`src/sv/lcd8w_pkg.sv`:
```
// Shared types, codes and constants for the 8-bit character LCD write controller.
// No dependencies; imported by the channel interfaces and the top level.
package lcd8w_pkg;

  // Field widths
  localparam int ActionW = 3;
  localparam int ByteW   = 8;
  localparam int RowW    = 3;
  localparam int CountW  = 16;
  localparam int PulseW  = 8;
  localparam int StepW   = 4;
  localparam int CfgIdxW = 3;
  localparam int CfgDatW = 16;

  // Input actions
  typedef enum logic [ActionW-1:0] {
    ACT_TICK   = 3'd0,
    ACT_CMD    = 3'd1,
    ACT_DATA   = 3'd2,
    ACT_CURSOR = 3'd3,
    ACT_INIT   = 3'd4
  } action_t;

  // Configuration register indexes
  typedef enum logic [CfgIdxW-1:0] {
    CFG_PULSE      = 3'd0,
    CFG_SHORT_WAIT = 3'd1,
    CFG_LONG_WAIT  = 3'd2,
    CFG_POWER_ON   = 3'd3,
    CFG_FIRST_WAKE = 3'd4,
    CFG_WAKE       = 3'd5
  } cfg_idx_t;

  // Controller bytes
  localparam logic [ByteW-1:0] CMD_WAKE       = 8'h30;
  localparam logic [ByteW-1:0] CMD_FUNC_SET   = 8'h38;
  localparam logic [ByteW-1:0] CMD_DISP_ON    = 8'h0C;
  localparam logic [ByteW-1:0] CMD_ENTRY_MODE = 8'h06;
  localparam logic [ByteW-1:0] CMD_CLEAR      = 8'h01;
  localparam logic [ByteW-1:0] CMD_HOME       = 8'h02;
  localparam logic [ByteW-1:0] DDRAM_SET      = 8'h80;

  // Init sequence steps
  localparam logic [StepW-1:0] STEP_NONE      = 4'd0;
  localparam logic [StepW-1:0] STEP_POWER     = 4'd1;
  localparam logic [StepW-1:0] STEP_WAKE1     = 4'd2;
  localparam logic [StepW-1:0] STEP_WAKE2     = 4'd3;
  localparam logic [StepW-1:0] STEP_WAKE3     = 4'd4;
  localparam logic [StepW-1:0] STEP_FUNC_SET  = 4'd5;
  localparam logic [StepW-1:0] STEP_DISP_ON   = 4'd6;
  localparam logic [StepW-1:0] STEP_ENTRY     = 4'd7;
  localparam logic [StepW-1:0] STEP_CLEAR     = 4'd8;

  // Register reset values
  localparam logic [PulseW-1:0] RST_PULSE      = 8'd1;
  localparam logic [CountW-1:0] RST_SHORT_WAIT = 16'd100;
  localparam logic [CountW-1:0] RST_LONG_WAIT  = 16'd2000;
  localparam logic [CountW-1:0] RST_POWER_ON   = 16'd20000;
  localparam logic [CountW-1:0] RST_FIRST_WAKE = 16'd5000;
  localparam logic [CountW-1:0] RST_WAKE       = 16'd150;

  // DDRAM base address of a display row; rows past the fourth start at zero
  function automatic logic [ByteW-1:0] row_base(input logic [RowW-1:0] row);
    logic [ByteW-1:0] base;
    unique case (row)
      3'd1:    base = 8'h40;
      3'd2:    base = 8'h14;
      3'd3:    base = 8'h54;
      default: base = 8'h00;
    endcase
    return base;
  endfunction

  // Byte sent at a given init step
  function automatic logic [ByteW-1:0] init_byte(input logic [StepW-1:0] step);
    logic [ByteW-1:0] b;
    unique case (step)
      STEP_FUNC_SET: b = CMD_FUNC_SET;
      STEP_DISP_ON:  b = CMD_DISP_ON;
      STEP_ENTRY:    b = CMD_ENTRY_MODE;
      STEP_CLEAR:    b = CMD_CLEAR;
      default:       b = CMD_WAKE;
    endcase
    return b;
  endfunction

  // A zero timing value counts as one tick
  function automatic logic [CountW-1:0] at_least_one(input logic [CountW-1:0] v);
    return (v == '0) ? CountW'(1) : v;
  endfunction

endpackage

```
`src/sv/lcd8w_in_if.sv`:
```
// Request/tick channel into the LCD write controller.
// Depends on lcd8w_pkg for field widths.
interface lcd8w_in_if
  import lcd8w_pkg::*;
  ();
  logic                 valid;
  logic                 ready;
  logic [ActionW-1:0]   action;
  logic [ByteW-1:0]     byte_value;
  logic [ByteW-1:0]     column;
  logic [RowW-1:0]      row;

  modport source (output valid, action, byte_value, column, row, input ready);
  modport sink   (input valid, action, byte_value, column, row, output ready);
endinterface

```
`src/sv/lcd8w_out_if.sv`:
```
// Result channel out of the LCD write controller: pin levels and status per beat.
// Depends on lcd8w_pkg for field widths.
interface lcd8w_out_if
  import lcd8w_pkg::*;
  ();
  logic             valid;
  logic             ready;
  logic             reg_select;
  logic             enable_pin;
  logic [ByteW-1:0] bus_byte;
  logic             busy_res;
  logic             accepted;

  modport source (output valid, reg_select, enable_pin, bus_byte, busy_res, accepted,
                  input ready);
  modport sink   (input valid, reg_select, enable_pin, bus_byte, busy_res, accepted,
                  output ready);
endinterface

```
`src/sv/lcd8w_cfg_if.sv`:
```
// Configuration write channel of the LCD write controller.
// Depends on lcd8w_pkg for index and data widths.
interface lcd8w_cfg_if
  import lcd8w_pkg::*;
  ();
  logic               valid;
  logic               ready;
  logic [CfgIdxW-1:0] index;
  logic [CfgDatW-1:0] data;

  modport source (output valid, index, data, input ready);
  modport sink   (input valid, index, data, output ready);
endinterface

```
`src/sv/char_lcd_8bit_write_controller.sv`:
```
// Top level of the 8-bit character LCD write controller.
// Depends on lcd8w_pkg and the lcd8w_in_if, lcd8w_out_if and lcd8w_cfg_if interfaces.
//
// Usage:
//   in_ch carries one beat per microsecond tick (action tick) or per request
//   (command, data, cursor position, init). Each input beat yields exactly one
//   out_ch beat with the RS, EN and bus pin levels after the beat is applied,
//   a busy flag and whether the request was taken (requests while busy are
//   dropped with accepted low). cfg_ch writes the six timing registers; it is
//   always ready and should only be used while the block is idle.
// Timing:
//   An accepted beat lands in an input register; when the result register is empty
//   or being taken, the beat is applied to the pin/timer state and its result is
//   loaded into the output register at that same edge: one beat per cycle sustained
//   while out_ch is not stalled. The throughput is set by the single state update
//   between the input and result registers.
// Reset and stalls:
//   rst_n (synchronous, active low) idles the pins, clears the timers and loads
//   the default timing values. When out_ch stalls, the input register still
//   takes one more beat, then in_ch.ready drops until the result is taken.
module char_lcd_8bit_write_controller
  import lcd8w_pkg::*;
(
  input  logic        clk,
  input  logic        rst_n,
  lcd8w_in_if.sink    in_ch,
  lcd8w_out_if.source out_ch,
  lcd8w_cfg_if.sink   cfg_ch
);

  typedef enum logic [1:0] {
    PH_IDLE  = 2'd0,
    PH_PULSE = 2'd1,
    PH_WAIT  = 2'd2,
    PH_POWER = 2'd3
  } phase_t;

  // Timing registers
  logic [PulseW-1:0] pulse_ticks_r;
  logic [CountW-1:0] short_wait_r, long_wait_r, power_on_r, first_wake_r, wake_r;

  // Input register
  logic               in_valid_r;
  logic [ActionW-1:0] action_r;
  logic [ByteW-1:0]   byte_r, column_r;
  logic [RowW-1:0]    row_r;

  // Controller state
  phase_t            phase_r, phase_nxt;
  logic [CountW-1:0] count_r, count_nxt;
  logic [StepW-1:0]  step_r, step_nxt;
  logic              long_r, long_nxt;
  logic              rs_r, rs_nxt;
  logic              en_r, en_nxt;
  logic [ByteW-1:0]  bus_r, bus_nxt;
  logic              taken;

  // Result register
  logic             out_valid_r;
  logic             out_rs_r, out_en_r, out_busy_r, out_acc_r;
  logic [ByteW-1:0] out_bus_r;

  logic advance;
  logic [CountW-1:0] count_dec;
  logic [CountW-1:0] wait_sel;
  logic [ByteW-1:0]  cmd_byte;
  logic [ByteW-1:0]  step_byte;
  logic [StepW-1:0]  step_inc;

  assign advance      = in_valid_r && (!out_valid_r || out_ch.ready);
  assign in_ch.ready  = !in_valid_r || advance;
  assign cfg_ch.ready = 1'b1;

  // Configuration writes
  always_ff @(posedge clk) begin
    if (!rst_n) begin
      pulse_ticks_r <= RST_PULSE;
      short_wait_r  <= RST_SHORT_WAIT;
      long_wait_r   <= RST_LONG_WAIT;
      power_on_r    <= RST_POWER_ON;
      first_wake_r  <= RST_FIRST_WAKE;
      wake_r        <= RST_WAKE;
    end else if (cfg_ch.valid) begin
      unique case (cfg_ch.index)
        CFG_PULSE:      pulse_ticks_r <= cfg_ch.data[PulseW-1:0];
        CFG_SHORT_WAIT: short_wait_r  <= cfg_ch.data;
        CFG_LONG_WAIT:  long_wait_r   <= cfg_ch.data;
        CFG_POWER_ON:   power_on_r    <= cfg_ch.data;
        CFG_FIRST_WAKE: first_wake_r  <= cfg_ch.data;
        CFG_WAKE:       wake_r        <= cfg_ch.data;
        default: ;
      endcase
    end
  end

  // Input register: takes a beat whenever it is empty or draining
  always_ff @(posedge clk) begin
    if (!rst_n) begin
      in_valid_r <= 1'b0;
    end else if (in_ch.ready) begin
      in_valid_r <= in_ch.valid;
    end
  end

  always_ff @(posedge clk) begin
    if (in_ch.ready && in_ch.valid) begin
      action_r <= in_ch.action;
      byte_r   <= in_ch.byte_value;
      column_r <= in_ch.column;
      row_r    <= in_ch.row;
    end
  end

  // Wait length once EN falls
  always_comb begin
    if (step_r != STEP_NONE) begin
      unique case (step_r)
        STEP_WAKE1:             wait_sel = first_wake_r;
        STEP_WAKE2, STEP_WAKE3: wait_sel = wake_r;
        STEP_CLEAR:             wait_sel = long_wait_r;
        default:                wait_sel = short_wait_r;
      endcase
    end else begin
      wait_sel = long_r ? long_wait_r : short_wait_r;
    end
  end

  assign count_dec = count_r - CountW'(1);
  assign step_inc  = step_r + StepW'(1);
  assign step_byte = init_byte(step_inc);
  assign cmd_byte  = (action_r == ACT_CURSOR) ?
                     ((row_base(row_r) + column_r) | DDRAM_SET) : byte_r;

  // Next state for the beat in the input register
  always_comb begin
    phase_nxt = phase_r;
    count_nxt = count_r;
    step_nxt  = step_r;
    long_nxt  = long_r;
    rs_nxt    = rs_r;
    en_nxt    = en_r;
    bus_nxt   = bus_r;
    taken     = 1'b0;

    if (action_r == ACT_TICK) begin
      if (phase_r != PH_IDLE) begin
        if (count_dec != '0) begin
          count_nxt = count_dec;
        end else begin
          unique case (phase_r)
            PH_PULSE: begin
              en_nxt    = 1'b0;
              phase_nxt = PH_WAIT;
              count_nxt = at_least_one(wait_sel);
            end
            PH_POWER: begin
              step_nxt  = STEP_WAKE1;
              long_nxt  = 1'b0;
              rs_nxt    = 1'b0;
              bus_nxt   = CMD_WAKE;
              en_nxt    = 1'b1;
              phase_nxt = PH_PULSE;
              count_nxt = at_least_one({{(CountW-PulseW){1'b0}}, pulse_ticks_r});
            end
            default: begin
              // end of a wait: next init write, or back to idle
              if (step_r >= STEP_WAKE1 && step_r < STEP_CLEAR) begin
                step_nxt  = step_inc;
                long_nxt  = (step_byte == CMD_CLEAR) || (step_byte == CMD_HOME);
                rs_nxt    = 1'b0;
                bus_nxt   = step_byte;
                en_nxt    = 1'b1;
                phase_nxt = PH_PULSE;
                count_nxt = at_least_one({{(CountW-PulseW){1'b0}}, pulse_ticks_r});
              end else begin
                step_nxt  = STEP_NONE;
                phase_nxt = PH_IDLE;
              end
            end
          endcase
        end
      end
    end else if (action_r <= ACT_INIT && phase_r == PH_IDLE) begin
      taken = 1'b1;
      if (action_r == ACT_INIT) begin
        rs_nxt    = 1'b0;
        en_nxt    = 1'b0;
        long_nxt  = 1'b0;
        step_nxt  = STEP_POWER;
        phase_nxt = PH_POWER;
        count_nxt = at_least_one(power_on_r);
      end else begin
        // command, data or cursor write
        rs_nxt    = (action_r == ACT_DATA);
        bus_nxt   = cmd_byte;
        long_nxt  = (action_r != ACT_DATA) &&
                    ((cmd_byte == CMD_CLEAR) || (cmd_byte == CMD_HOME));
        en_nxt    = 1'b1;
        phase_nxt = PH_PULSE;
        count_nxt = at_least_one({{(CountW-PulseW){1'b0}}, pulse_ticks_r});
      end
    end
  end

  // Controller state and result register
  always_ff @(posedge clk) begin
    if (!rst_n) begin
      phase_r     <= PH_IDLE;
      count_r     <= '0;
      step_r      <= STEP_NONE;
      long_r      <= 1'b0;
      rs_r        <= 1'b0;
      en_r        <= 1'b0;
      bus_r       <= '0;
      out_valid_r <= 1'b0;
    end else begin
      if (advance) begin
        phase_r     <= phase_nxt;
        count_r     <= count_nxt;
        step_r      <= step_nxt;
        long_r      <= long_nxt;
        rs_r        <= rs_nxt;
        en_r        <= en_nxt;
        bus_r       <= bus_nxt;
        out_valid_r <= 1'b1;
      end else if (out_ch.ready) begin
        out_valid_r <= 1'b0;
      end
    end
  end

  always_ff @(posedge clk) begin
    if (advance) begin
      out_rs_r   <= rs_nxt;
      out_en_r   <= en_nxt;
      out_bus_r  <= bus_nxt;
      out_busy_r <= (phase_nxt != PH_IDLE);
      out_acc_r  <= taken;
    end
  end

  assign out_ch.valid      = out_valid_r;
  assign out_ch.reg_select = out_rs_r;
  assign out_ch.enable_pin = out_en_r;
  assign out_ch.bus_byte   = out_bus_r;
  assign out_ch.busy_res   = out_busy_r;
  assign out_ch.accepted   = out_acc_r;

endmodule
```
`src/flat_wrapper.sv`:
```
// flat-port wrapper written by rule: the top's interface ports become plain ports
module char_lcd_8bit_write_controller_flat import lcd8w_pkg::*;
  (clk, rst_n, in_ch_valid, in_ch_action, in_ch_byte_value, in_ch_column, in_ch_row, in_ch_ready, out_ch_valid, out_ch_reg_select, out_ch_enable_pin, out_ch_bus_byte, out_ch_busy_res, out_ch_accepted, out_ch_ready, cfg_ch_valid, cfg_ch_index, cfg_ch_data, cfg_ch_ready);
  lcd8w_in_if in_ch_i ();
  lcd8w_out_if out_ch_i ();
  lcd8w_cfg_if cfg_ch_i ();
  input  logic clk;
  input  logic rst_n;
  input wire logic [$bits(in_ch_i.valid)-1:0] in_ch_valid;
  input wire logic [$bits(in_ch_i.action)-1:0] in_ch_action;
  input wire logic [$bits(in_ch_i.byte_value)-1:0] in_ch_byte_value;
  input wire logic [$bits(in_ch_i.column)-1:0] in_ch_column;
  input wire logic [$bits(in_ch_i.row)-1:0] in_ch_row;
  output wire logic [$bits(in_ch_i.ready)-1:0] in_ch_ready;
  output wire logic [$bits(out_ch_i.valid)-1:0] out_ch_valid;
  output wire logic [$bits(out_ch_i.reg_select)-1:0] out_ch_reg_select;
  output wire logic [$bits(out_ch_i.enable_pin)-1:0] out_ch_enable_pin;
  output wire logic [$bits(out_ch_i.bus_byte)-1:0] out_ch_bus_byte;
  output wire logic [$bits(out_ch_i.busy_res)-1:0] out_ch_busy_res;
  output wire logic [$bits(out_ch_i.accepted)-1:0] out_ch_accepted;
  input wire logic [$bits(out_ch_i.ready)-1:0] out_ch_ready;
  input wire logic [$bits(cfg_ch_i.valid)-1:0] cfg_ch_valid;
  input wire logic [$bits(cfg_ch_i.index)-1:0] cfg_ch_index;
  input wire logic [$bits(cfg_ch_i.data)-1:0] cfg_ch_data;
  output wire logic [$bits(cfg_ch_i.ready)-1:0] cfg_ch_ready;
  assign in_ch_i.valid = in_ch_valid;
  assign in_ch_i.action = in_ch_action;
  assign in_ch_i.byte_value = in_ch_byte_value;
  assign in_ch_i.column = in_ch_column;
  assign in_ch_i.row = in_ch_row;
  assign in_ch_ready = in_ch_i.ready;
  assign out_ch_valid = out_ch_i.valid;
  assign out_ch_reg_select = out_ch_i.reg_select;
  assign out_ch_enable_pin = out_ch_i.enable_pin;
  assign out_ch_bus_byte = out_ch_i.bus_byte;
  assign out_ch_busy_res = out_ch_i.busy_res;
  assign out_ch_accepted = out_ch_i.accepted;
  assign out_ch_i.ready = out_ch_ready;
  assign cfg_ch_i.valid = cfg_ch_valid;
  assign cfg_ch_i.index = cfg_ch_index;
  assign cfg_ch_i.data = cfg_ch_data;
  assign cfg_ch_ready = cfg_ch_i.ready;
  char_lcd_8bit_write_controller u_core (.clk(clk), .rst_n(rst_n), .in_ch(in_ch_i), .out_ch(out_ch_i), .cfg_ch(cfg_ch_i));
endmodule
```
`config.mk`:
```
export PLATFORM = sky130hd
export DESIGN_NAME = char_lcd_8bit_write_controller_flat
export DESIGN_NICKNAME = d
export VERILOG_FILES = /design/src/sv/lcd8w_pkg.sv /design/src/sv/lcd8w_in_if.sv /design/src/sv/lcd8w_out_if.sv /design/src/sv/lcd8w_cfg_if.sv /design/src/sv/char_lcd_8bit_write_controller.sv /design/src/flat_wrapper.sv
export SDC_FILE = /design/constraint.sdc
export NUM_CORES = 1
export LEC_CHECK = 0
export ABC_AREA = 0
export ABC_CLOCK_PERIOD_IN_PS = 3400
export BUFFER_PORTS_ARGS = -buffer_cell sky130_fd_sc_hd__buf_2
export CORE_MARGIN = 2
export CORE_UTILIZATION = 35
export DETAILED_ROUTE_END_ITERATION = 8
export GPL_TIMING_DRIVEN = 1
export MAX_ROUTING_LAYER = met4
export SYNTH_ARGS = -nofsm -noshare
export SYNTH_HDL_FRONTEND = slang
export SYNTH_SLANG_ARGS = --single-unit
```
`constraint.sdc`:
```
create_clock -name clk -period 3.4 [get_ports clk]
set_clock_uncertainty 0.15 [all_clocks]
set_input_delay 0.17 -clock clk [delete_from_list [all_inputs] [get_ports clk]]
set_output_delay 0.17 -clock clk [all_outputs]
set_load 0.05 [all_outputs]
```
==> Yosys cells after proc, flatten, opt, wreduce, memory -nomap -nowiden <==
Cells that the tools add are included.
{ "word_totals": {"register_bits": 156, "inputBits": 46} }
{ "classes": {"muxes": 61, "add_sub_neg": 3, "reduce_logical": 34, "magnitude_cmp": 3, "n_eq_ne": 31} }
{ "op_table": {"columns": ["operator", "n"], "rows": [
  ["$mux 16", 10],
  ["$mux 8", 8],
  ["$pmux 16 s3", 1],
  ["$logic_not 16->1", 2],
  ["$pmux 16 s2", 1],
  ["$mux 4", 6],
  ["$pmux 6 s4", 1],
  ["$mux 1", 22],
  ["$pmux 7 s3", 1],
  ["$eq 3x2->1 const B", 6],
  ["$eq 4x3->1 const B", 4],
  ["$pmux 8 s2", 1],
  ["$reduce_bool 16->1", 1],
  ["$sub 16x1->16 const B", 1],
  ["$reduce_and 2->1", 6],
  ["$reduce_and 6->1", 2],
  ["$mux 2", 5],
  ["$reduce_bool 2->1", 5],
  ["$eq 3x3->1 const B", 3],
  ["$eq 4x2->1 const B", 2],
  ["$eq 4x4->1 const B", 2],
  ["$eq 8x1->1 const B", 1],
  ["$eq 8x2->1 const B", 1],
  ["$logic_not 8->1", 1],
  ["25 further kinds", 39]
]} }

==> Logic depth before layout (Yosys ltp) <==
Gate-level depths: netlist (run 1).
{ "logic_depth": {"ltp_word": 10, "depth_mapped": 14} }

==> Least setup slack after synthesis (run 1) <==
Ideal clock, no wire load.
{ "synth_path": {"kind": "flip-flop to flip-flop", "start": "reg u_core.count_r[1]", "end": "reg u_core.out_bus_r[5] (netlist: u_core.out_ch.bus_byte[5]), data pin", "slack_ps": -138, "stages_incl_launch_ff": 15, "path_buffers": 4, "setup_ps": 255, "synth_period_minus_slack_ps": 3538, "arrival_ps": 3132, "required_time_ps": 2995, "cell_sequence": "dfxtp_1 -> clkbuf_2 -> inv_1 -> ha_1 -> nor4b_2 -> xnor2_1 -> a22oi_1 -> or4_1 -> buf_2 -> or3_1 -> buf_2 -> buf_2 -> nor3_1 -> o21ai_0 -> nor2b_1"} }
{ "synth_via": {"elab_chain_len": 5} }
{ "synth_rtl": {"columns": ["element", "line", "source"], "rows": [
  ["start, declared", "char_lcd_8bit_write_controller.sv:50", "logic [CountW-1:0] count_r, count_nxt;"],
  ["start signal, assigned", "char_lcd_8bit_write_controller.sv:219", "count_r <= count_nxt;"],
  ["$sub 16x1->16", "char_lcd_8bit_write_controller.sv:128", "assign count_dec = count_r - CountW'(1);"],
  ["$reduce_bool 16->1", "char_lcd_8bit_write_controller.sv:147", "if (count_dec != '0) begin"],
  ["$mux 8", "char_lcd_8bit_write_controller.sv:147", null],
  ["$mux 8", "char_lcd_8bit_write_controller.sv:146", "if (phase_r != PH_IDLE) begin"],
  ["$mux 8", "char_lcd_8bit_write_controller.sv:145", "if (action_r == ACT_TICK) begin"],
  ["net u_core.bus_nxt[5]", "char_lcd_8bit_write_controller.sv:55", "logic [ByteW-1:0] bus_r, bus_nxt;"],
  ["end signal, assigned", "char_lcd_8bit_write_controller.sv:236", "out_bus_r <= bus_nxt;"],
  ["end, declared", "char_lcd_8bit_write_controller.sv:61", "logic [ByteW-1:0] out_bus_r;"]
]} }
The timed path passes the listed nets, and every way through them passes these cells.
A chain may end at the register's enable or synchronous reset.

==> Worst setup path in the final report (run 1) <==
{ "layout_path": {"start": "reg u_core.count_r[1]", "end": "reg u_core.out_bus_r[3] (netlist: u_core.out_ch.bus_byte[3]), data pin"} }
Same word-level chain as after synthesis.

==> results.ini, run 1 <==
[outcome]
status = finished, final reports clean

[setup_path]
worst_ep_required_time_ns = 3.42
endpoint_kind = flop
crit_start = u_core.count_r[1]
startpoint_type = flop
cp_data_arrival_time_ns = 3.26
criticalPathCategory = reg2reg
path_max_fanout = 6
r2r_start = u_core.count_r[1]

[global_route]
grt_pass1_wl_mm = 39.29
grt_start_max_net_pins = 50
first_global_vias = 7276
antenna_found_initial = 0
overflow = 0
track_usage = 0.2098

[sta]
finalHoldViolCount = 0
slew_viol_final = 0
max_freq_ghz = 0.3093
grt_setup_unrepaired = yes
worstMarginPinSlew_ns = 1.192
setup_viol = 0
fin_tns_setup_ns = 0
final.period_utilization = 0.9510
max_slew_margin = 0.1991
fin_ws_ns = 0.1667
period_minus_slack_ns = 3.233

[layout]
diodes = 0
area_growth_pct = 23.01
num-fill-cells = 2258
mostFrequentLayoutCell = nand2_1
drive_gt1_frac = 0.1570
mostFrequentLayoutCells = nand2_1, dfxtp_1, a21oi_1
num-nets-final = 1183

[pwr]
swShare = 0.2821
p_int_mw = 3.318
pwr-share-comb = 0.149
peakVddDrop_mv = 0.3570
powerDensity_nw_per_um2 = 463.7
p_seq_frac = 0.439
p_clk_frac = 0.411
p_leak_nw = 3.713
p_switching_mw = 1.304

[hold_path]
hp-start = rst_n
holdCritPathClass = in2reg

[clock_network]
clk_latency_ns = 0.43
cts_made_buffers = 17
post_cts_buffers = 0
cts_root_buf = clkbuf_16
path_clk_slew_ns = 0.07
cts_tree = yes
clock_sinks = 156
cts_max_level = 4
clockBufferDepth = 2

[placement]
dpl.hpwl_mm = 16.96
gp_congestion = 0.8341
numPortBuffers = 58
dp_worst_setup_slack_ns = 0.01828

[synthesis]
ys_ff_latch = 156
synthCells = 1017
synth_area_per_cell_um2 = 7.967
yosysWarnings = 0
ys.flop_type = dfxtp_1
synth_seq_area_share = 0.4262
synth-edff-count = 33
syn_nets = 1073
yosysUniqueCellTypes = 73
synth-async-reset-ratio = 0
synthesis.area_um2 = 8103

[die]
ioPinCount = 61
core_um2 = 22710
die_w_um = 156.2
start_util = 0.3568
die_area_um2 = 24380
dieHeight_um = 156.2
num_rows = 55

[detailed_routing]
first_iter_violations = 751
wl_per_cell_um = 17.24
drc = 0
via_per_inst = 5.463
drt_wl_total_mm = 24.56
antenna_left = 0
drtPass1Iterations = 8
vias = 7785

[flow_run]
max-cap-violations = 0

-- layer usage --
layer  track usage  up-vias  wire length, um
met2        0.3249      238            11300
li1              -     3831                -
met1        0.2875     3693            11580
met4       0.05505        0              291
met3       0.03139       23             1391
met5             -        -                0
-- worst max-delay path, stage by stage (launching register included) --
cell,delay (ns)
dfxtp_1,0.31
inv_1,0.07
ha_2,0.23
and3b_1,0.16
a31oi_1,0.04
or3b_1,0.35
or4_1,0.58
buf_4,0.19
nor3_4,0.20
buf_4,0.18
nand3_1,0.19
o22ai_1,0.24
nor2_1,0.09
-- cells in the mapped netlist (10+ instances only) --
cell type / instances / area [um^2]
edfxtp_1: 33 / 991.0
o21ai_0: 53 / 265.3
xnor2_1: 12 / 105.1
ha_1: 10 / 125.1
nand2_1: 232 / 870.8
clkbuf_1: 53 / 198.9
inv_1: 19 / 71.32
dfxtp_1: 123 / 2462
a21oi_1: 104 / 520.5
nor2_1: 58 / 217.7
o211ai_1: 11 / 82.58
o21a_1: 10 / 75.07
nor2b_1: 13 / 81.33
nand2b_1: 16 / 100.1
o22ai_1: 12 / 75.07
nor3b_1: 14 / 105.1
nand3_1: 33 / 165.2
a31oi_1: 20 / 125.1
nor4_1: 15 / 93.84
nor3_1: 15 / 75.07
-- cells by family after synthesis --
group           share of synthesized area
flops                              0.4262
fa+ha+maj                         0.01668
mux                               0.01668
xor+xnor                          0.01838
compound gates                     0.2160
other cells                     0.0004628
simple gates                       0.2610
buf+inv                           0.04463
-- metrics by stage --
step | hold WS [ns] | power [mW] | instance area (um^2) | instances | util
2_1_floorplan | 0.1189 | 2.490 | 8114 | 1017 | -
3_3_place_gp | 0.1977 | 2.701 | 8946 | 1353 | 0.3939
3_5_place_dp | 0.1983 | 2.709 | 8946 | 1353 | 0.3939
4_1_cts | 0.1238 | 4.635 | 9938 | 1425 | 0.4376
5_1_grt | 0.1491 | 4.798 | 9967 | 1425 | 0.4389
6_report | 0.1182 | 4.622 | 9967 | 1425 | 0.4389
-- registers in the layout, summed over array words and instances (netlist names), 4 cells and up --
name and count:
u_core.byte_r 8, u_core.first_wake_r 16, u_core.column_r 7, u_core.wake_r 16, u_core.count_r 16, u_core.pulse_ticks_r 8
u_core.step_r 4, u_core.long_wait_r 16, u_core.out_ch.bus_byte 8, u_core.power_on_r 16, u_core.bus_r 8, u_core.short_wait_r 16
-- timing repair --
| action | in CTS | in global routing |
|---|---|---|
| hold buffers | 40 | 0 |
| gates resized for setup | 1 | 5 |
| pin swaps | 0 | 4 |
| endpoints found under the setup margin | 1 | 11 |
| cloned | 0 | 0 |
| endpoints found under the hold margin | 111 | 0 |
-- worst paths after layout --
kind	endpoint	slack, ns	cells after the start
worst max-delay path	u_core.out_ch.bus_byte[3]	0.17	12
worst min-delay path	u_core.bus_r[7]	0.12	3
worst max register to register	u_core.out_ch.bus_byte[3]	0.17	12
worst min register to register	u_core.bus_r[6]	0.30	2
-- area by class of cell --
type | count | area, um^2 | area share
clock buffer | 19 | 454.2 | 0.04557
tap | 285 | 356.6 | 0.03578
timing repair buffer | 157 | 1146 | 0.1150
inverter | 21 | 78.83 | 0.007909
multi-input combinational | 774 | 4345 | 0.4360
sequential | 156 | 3453 | 0.3465
clock inverter | 13 | 132.6 | 0.01331
-- power by group through the flow --
stage          registers (mW)  clock network, mW  logic, mW
6_report                 2.03               1.90      0.690
5_1_grt                  2.04               2.00      0.756
4_1_cts                  2.03               1.93      0.681
3_5_place_dp             2.07                  0      0.640
3_3_place_gp             2.07                  0      0.634
2_1_floorplan            2.08                  0      0.411
Power figures use the tool's default switching activity.
==> run 2, diff against run 1 <==
Settings changed: CORE_UTILIZATION 35 to 30.
==> run 2 against run 1 <==
Compared with the run above: combinational power decreased by 0.9%; final cell count is 3.7% higher; core utilization down 6.3 points; count of clock-buffer cells in the layout is 1 higher; sequential cell count unchanged; wire length up 1.4%; critical path type unchanged; critical endpoint is now u_core.count_r[4]; highest routed layer unchanged.
==> results.ini, run 2 (synthesis results as in run 1) <==
[setup_path]
startpoint_type = flop
crit_start = u_core.count_r[5]
cp_data_arrival_time_ns = 3.33
endpoint_kind = flop
criticalPathCategory = reg2reg
worstReg2RegEnd = u_core.count_r[4]
path_max_fanout = 11
ff2ff_setup_slack_ns = 0.22
setup.worst_path.end = u_core.count_r[4]
reg2reg_depth = 10
r2r_start = u_core.count_r[5]
worst_ep_required_time_ns = 3.55

[sta]
worstMarginPinSlew_ns = 1.120
slew_viol_final = 0
max_freq_ghz = 0.3146
grt_setup_unrepaired = no
fin_tns_setup_ns = 0
finalHoldViolCount = 0
final.period_utilization = 0.9350
period_minus_slack_ns = 3.179
setup_viol = 0
max_slew_margin = 0.2475

[layout]
area_growth_pct = 23.90
multiInputGateArea_um2 = 4338
num-fill-cells = 2778
mostFrequentLayoutCell = nand2_1
regArea_um2 = 3453
mostFrequentLayoutCells = nand2_1, dfxtp_1, a21oi_1
drive_gt1_frac = 0.1539
diodes = 0
num-nets-final = 1180
final_core_util = 0.3757

[clock_network]
path_clk_slew_ns = 0.07
cts_max_level = 4
clockBufferDepth = 2
clock_sinks = 156
cts_root_buf = clkbuf_16
clk_latency_ns = 0.43
cts_made_buffers = 17
cts_tree = yes

[outcome]
status = finished, final reports clean

[die]
num_rows = 60
core_um2 = 26730
ioPinCount = 61
die_w_um = 168.3
dieHeight_um = 168.3
start_util = 0.3032
die_area_um2 = 28340

[placement]
gp_congestion = 0.8845
numPortBuffers = 58
dpl.hpwl_mm = 17.15

[detailed_routing]
via_per_inst = 5.258
drt_wl_total_mm = 24.91
drtPass1Iterations = 6
first_iter_violations = 561
antenna_left = 0
drc = 0
vias = 7772
wl_per_cell_um = 16.85

[hold_path]
min_path_cells = 5
holdCritPathClass = in2reg

[global_route]
antenna_found_initial = 0
first_global_vias = 7345
overflow = 0
track_usage = 0.1816
grt_start_max_net_pins = 68
grt_pass1_wl_mm = 39.81

[pwr]
peakVddDrop_mv = 0.3738
p_leak_nw = 3.702
powerDensity_nw_per_um2 = 468.4

[flow_run]
max-cap-violations = 0

## run 2: worst min-delay path by stage
stage,start,to,slack [ns]
after floorplan,in_ch_action[0],u_core.action_r[0],0.12
final,cfg_ch_index[1],u_core.long_wait_r[3],0.08
after detailed placement,in_ch_byte_value[4],u_core.byte_r[4],0.20
after global placement,in_ch_column[3],u_core.column_r[3],0.20
after global routing,cfg_ch_index[1],u_core.long_wait_r[3],0.11
after CTS,cfg_ch_index[1],u_core.long_wait_r[0],0.07
## run 2: cell type report
type / instances / area share
Multi-Input combinational cell: 774 / 0.4321
Sequential cell: 156 / 0.3440
Timing Repair Buffer: 154 / 0.1124
Clock buffer: 20 / 0.04649
Tap cell: 341 / 0.04250
Clock inverter: 12 / 0.01471
Inverter: 21 / 0.007851
## run 2: per-stage QoR
step | setup WS, ns | std cells | power [mW] | instance area, um^2 | hold WS, ns
after CTS | 0.05498 | 1478 | 4.718 | 10010 | 0.06928
after detailed placement | 0.07386 | 1404 | 2.701 | 8979 | 0.1981
after floorplan | 0.01813 | 1017 | 2.490 | 8114 | 0.1189
after global routing | 0.006917 | 1478 | 4.875 | 10040 | 0.1106
final | 0.2210 | 1478 | 4.703 | 10040 | 0.08118
after global placement | 0.1454 | 1404 | 2.695 | 8979 | 0.1972
## run 2: layer usage
| metal | up-vias | wire, um | GRT usage |
|---|---|---|---|
| met4 | 0 | 406 | 0.05397 |
| met3 | 32 | 1251 | 0.02421 |
| met2 | 237 | 11470 | 0.2890 |
| met1 | 3679 | 11770 | 0.2416 |
| met5 | - | 0 | - |
| li1 | 3824 | - | - |
## run 2: critical path, cell delays in order, from the launching register on
cell,delay (ns)
dfxtp_1,0.40
or4_1,0.58
nor3_1,0.34
o21ai_0,0.17
a21oi_1,0.30
buf_4,0.21
nor3_4,0.07
buf_4,0.15
a211o_1,0.25
a222oi_1,0.33
a21oi_1,0.11
## run 2: timing repair
item,in CTS,in global routing
hold buffers,42,0
endpoints found under the setup margin,0,24
gates resized for setup,0,5
endpoints found under the hold margin,114,0
buffers inserted,0,0
## run 2: power by group
| part | leakage (nW) | switching (mW) | total, mW | internal [mW] |
|---|---|---|---|---|
| Clock | 0.298 | 0.828 | 1.99 | 1.16 |
| Combinational | 2.08 | 0.413 | 0.684 | 0.272 |
| Sequential | 1.32 | 0.0596 | 2.03 | 1.97 |
==> run 3, diff against run 2 <==
Settings changed: MAX_ROUTING_LAYER met4 to unset.
==> run 3 against run 2 <==
Compared with the run above: count of clock-buffer cells in the layout unchanged; die area is the same; fmax is 0.64% lower; core utilization unchanged; largest cell class unchanged; design area unchanged; critical endpoint unchanged; final cell count unchanged; worst hold slack better by 0.014 ns; wire length decreased by 0.15%; first-iteration DRC count up 12%; sequential share of layout area did not move.
==> results.ini, run 3 (synthesis results as in run 1) <==
[outcome]
status = finished, final reports clean

[global_route]
track_usage = 0.1765
grt_pass1_wl_mm = 39.84
first_global_vias = 7334
overflow = 0
grt_start_max_net_pins = 68
antenna_found_initial = 0

[clock_network]
cts_tree = yes
cts_root_buf = clkbuf_16
clockBufferDepth = 2
cts_max_level = 4
clk_latency_ns = 0.43
path_clk_slew_ns = 0.07
clock_sinks = 156
cts_made_buffers = 17

[layout]
post_layout_nonfiller_instances = 1478
drive_gt1_frac = 0.1539
mostFrequentLayoutCell = nand2_1
area_growth_pct = 23.90
postLayoutCellArea_um2 = 10040
diodes = 0
num-nets-final = 1180
mostFrequentLayoutCells = nand2_1, dfxtp_1, a21oi_1

[placement]
placed_area_um2 = 8979
numPortBuffers = 58
dp.cells = 1404
dpl.hpwl_mm = 17.15
gp_congestion = 0.8675

[pwr]
peakVddDrop_mv = 0.3743
powerDensity_nw_per_um2 = 468.1
power.total_mw = 4.700
p_leak_nw = 3.702

[detailed_routing]
drtPass1Iterations = 6
via_per_inst = 5.278
drc = 0
wl_per_cell_um = 16.83
antenna_left = 0
first_iter_violations = 629
drt_wl_total_mm = 24.87
vias = 7801

[die]
ioPinCount = 61
dieHeight_um = 168.3
core_um2 = 26730
start_util = 0.3032
die_w_um = 168.3
die_area_um2 = 28340
num_rows = 60

[setup_path]
r2r_start = u_core.count_r[5]
criticalPathCategory = reg2reg
path_max_fanout = 11
setup.worst_path.end = u_core.count_r[4]
worst_ep_required_time_ns = 3.55
cp_data_arrival_time_ns = 3.35
worstReg2RegEnd = u_core.count_r[4]
reg2reg_depth = 10
endpoint_kind = flop
crit_chain = or4_1 > nor3_1 > o21ai_0 > a21oi_1 > buf_4 > nor3_4 > buf_4 > a211o_1 > a222oi_1 > a21oi_1
crit_start = u_core.count_r[5]
slowest_delay_ns = 0.58
startpoint_type = flop
crit_slowest_cell = or4_1
ff2ff_setup_slack_ns = 0.20

[sta]
final.period_utilization = 0.9410
worstMarginPinSlew_ns = 1.124
grt_setup_unrepaired = no
period_minus_slack_ns = 3.199
max_slew_margin = 0.2452
fin_tns_setup_ns = 0
finalHoldViolCount = 0
setup_viol = 0
slew_viol_final = 0
max_freq_ghz = 0.3126

[hold_path]
holdCritPathClass = in2reg

[flow_run]
max-cap-violations = 0

==> run 3: cell counts in the layout (fill, tap and decap cells not counted) <==
No cell type changed its count.
==> run 3: where the power goes <==
group | switching [mW] | total, mW | internal, mW
clock | 0.826 | 1.99 | 1.16
sequential | 0.0598 | 2.03 | 1.97
combinational | 0.411 | 0.683 | 0.272
==> run 3: layout make-up <==
class                      instances  area (um^2)
fill                            2778        16690
multi-input combinational        774         4338
sequential                       156         3453
timing repair buffer             154         1129
clock buffer                      20        466.7
tap                              341        426.7
clock inverter                    12        147.6
inverter                          21        78.83
==> run 3: worst min path at each step <==
stage	endpoint	slack (ns)	startpoint	depth (start not counted)
finish	u_core.long_wait_r[3]	0.09	cfg_ch_index[1]	5
global route	u_core.long_wait_r[3]	0.11	cfg_ch_index[1]	5
CTS	u_core.long_wait_r[0]	0.07	cfg_ch_index[1]	5
detailed placement	u_core.byte_r[4]	0.20	in_ch_byte_value[4]	1
global placement	u_core.column_r[3]	0.20	in_ch_column[3]	1
floorplan	u_core.action_r[0]	0.12	in_ch_action[0]	0
==> run 3: per-stage QoR <==
stage	setup WS (ns)	utilization	hold slack, ns
finish	0.2006	0.3757	0.09495
global route	0.006918	0.3757	0.1106
CTS	0.05498	0.3747	0.06928
detailed placement	0.07386	0.3360	0.1981
global placement	0.1454	0.3360	0.1972
floorplan	0.01813	-	0.1189
==> run 3: worst max-delay path: cells and delay by family (launching register included) <==
| family | cells | cell delay, ns |
|---|---|---|
| flip-flops | 1 | 0.41 |
| AND/OR/NAND/NOR | 3 | 0.98 |
| buffers and inverters | 2 | 0.36 |
| AO/OA/AOI/OAI | 5 | 1.17 |
==> run 3: what timing repair did <==
action	CTS	global route
hold buffers	42	0
endpoints found under the setup margin	0	24
gates resized for setup	0	5
setup buffers	0	0
endpoints found under the hold margin	114	0
==> run 3: metal layers <==
layer	vias to the layer above	global-route usage	routed length, um
met4	0	0.05397	384
met5	-	0	0
met2	231	0.2897	11540
met3	33	0.02421	1147
li1	3826	-	-
met1	3711	0.2413	11800
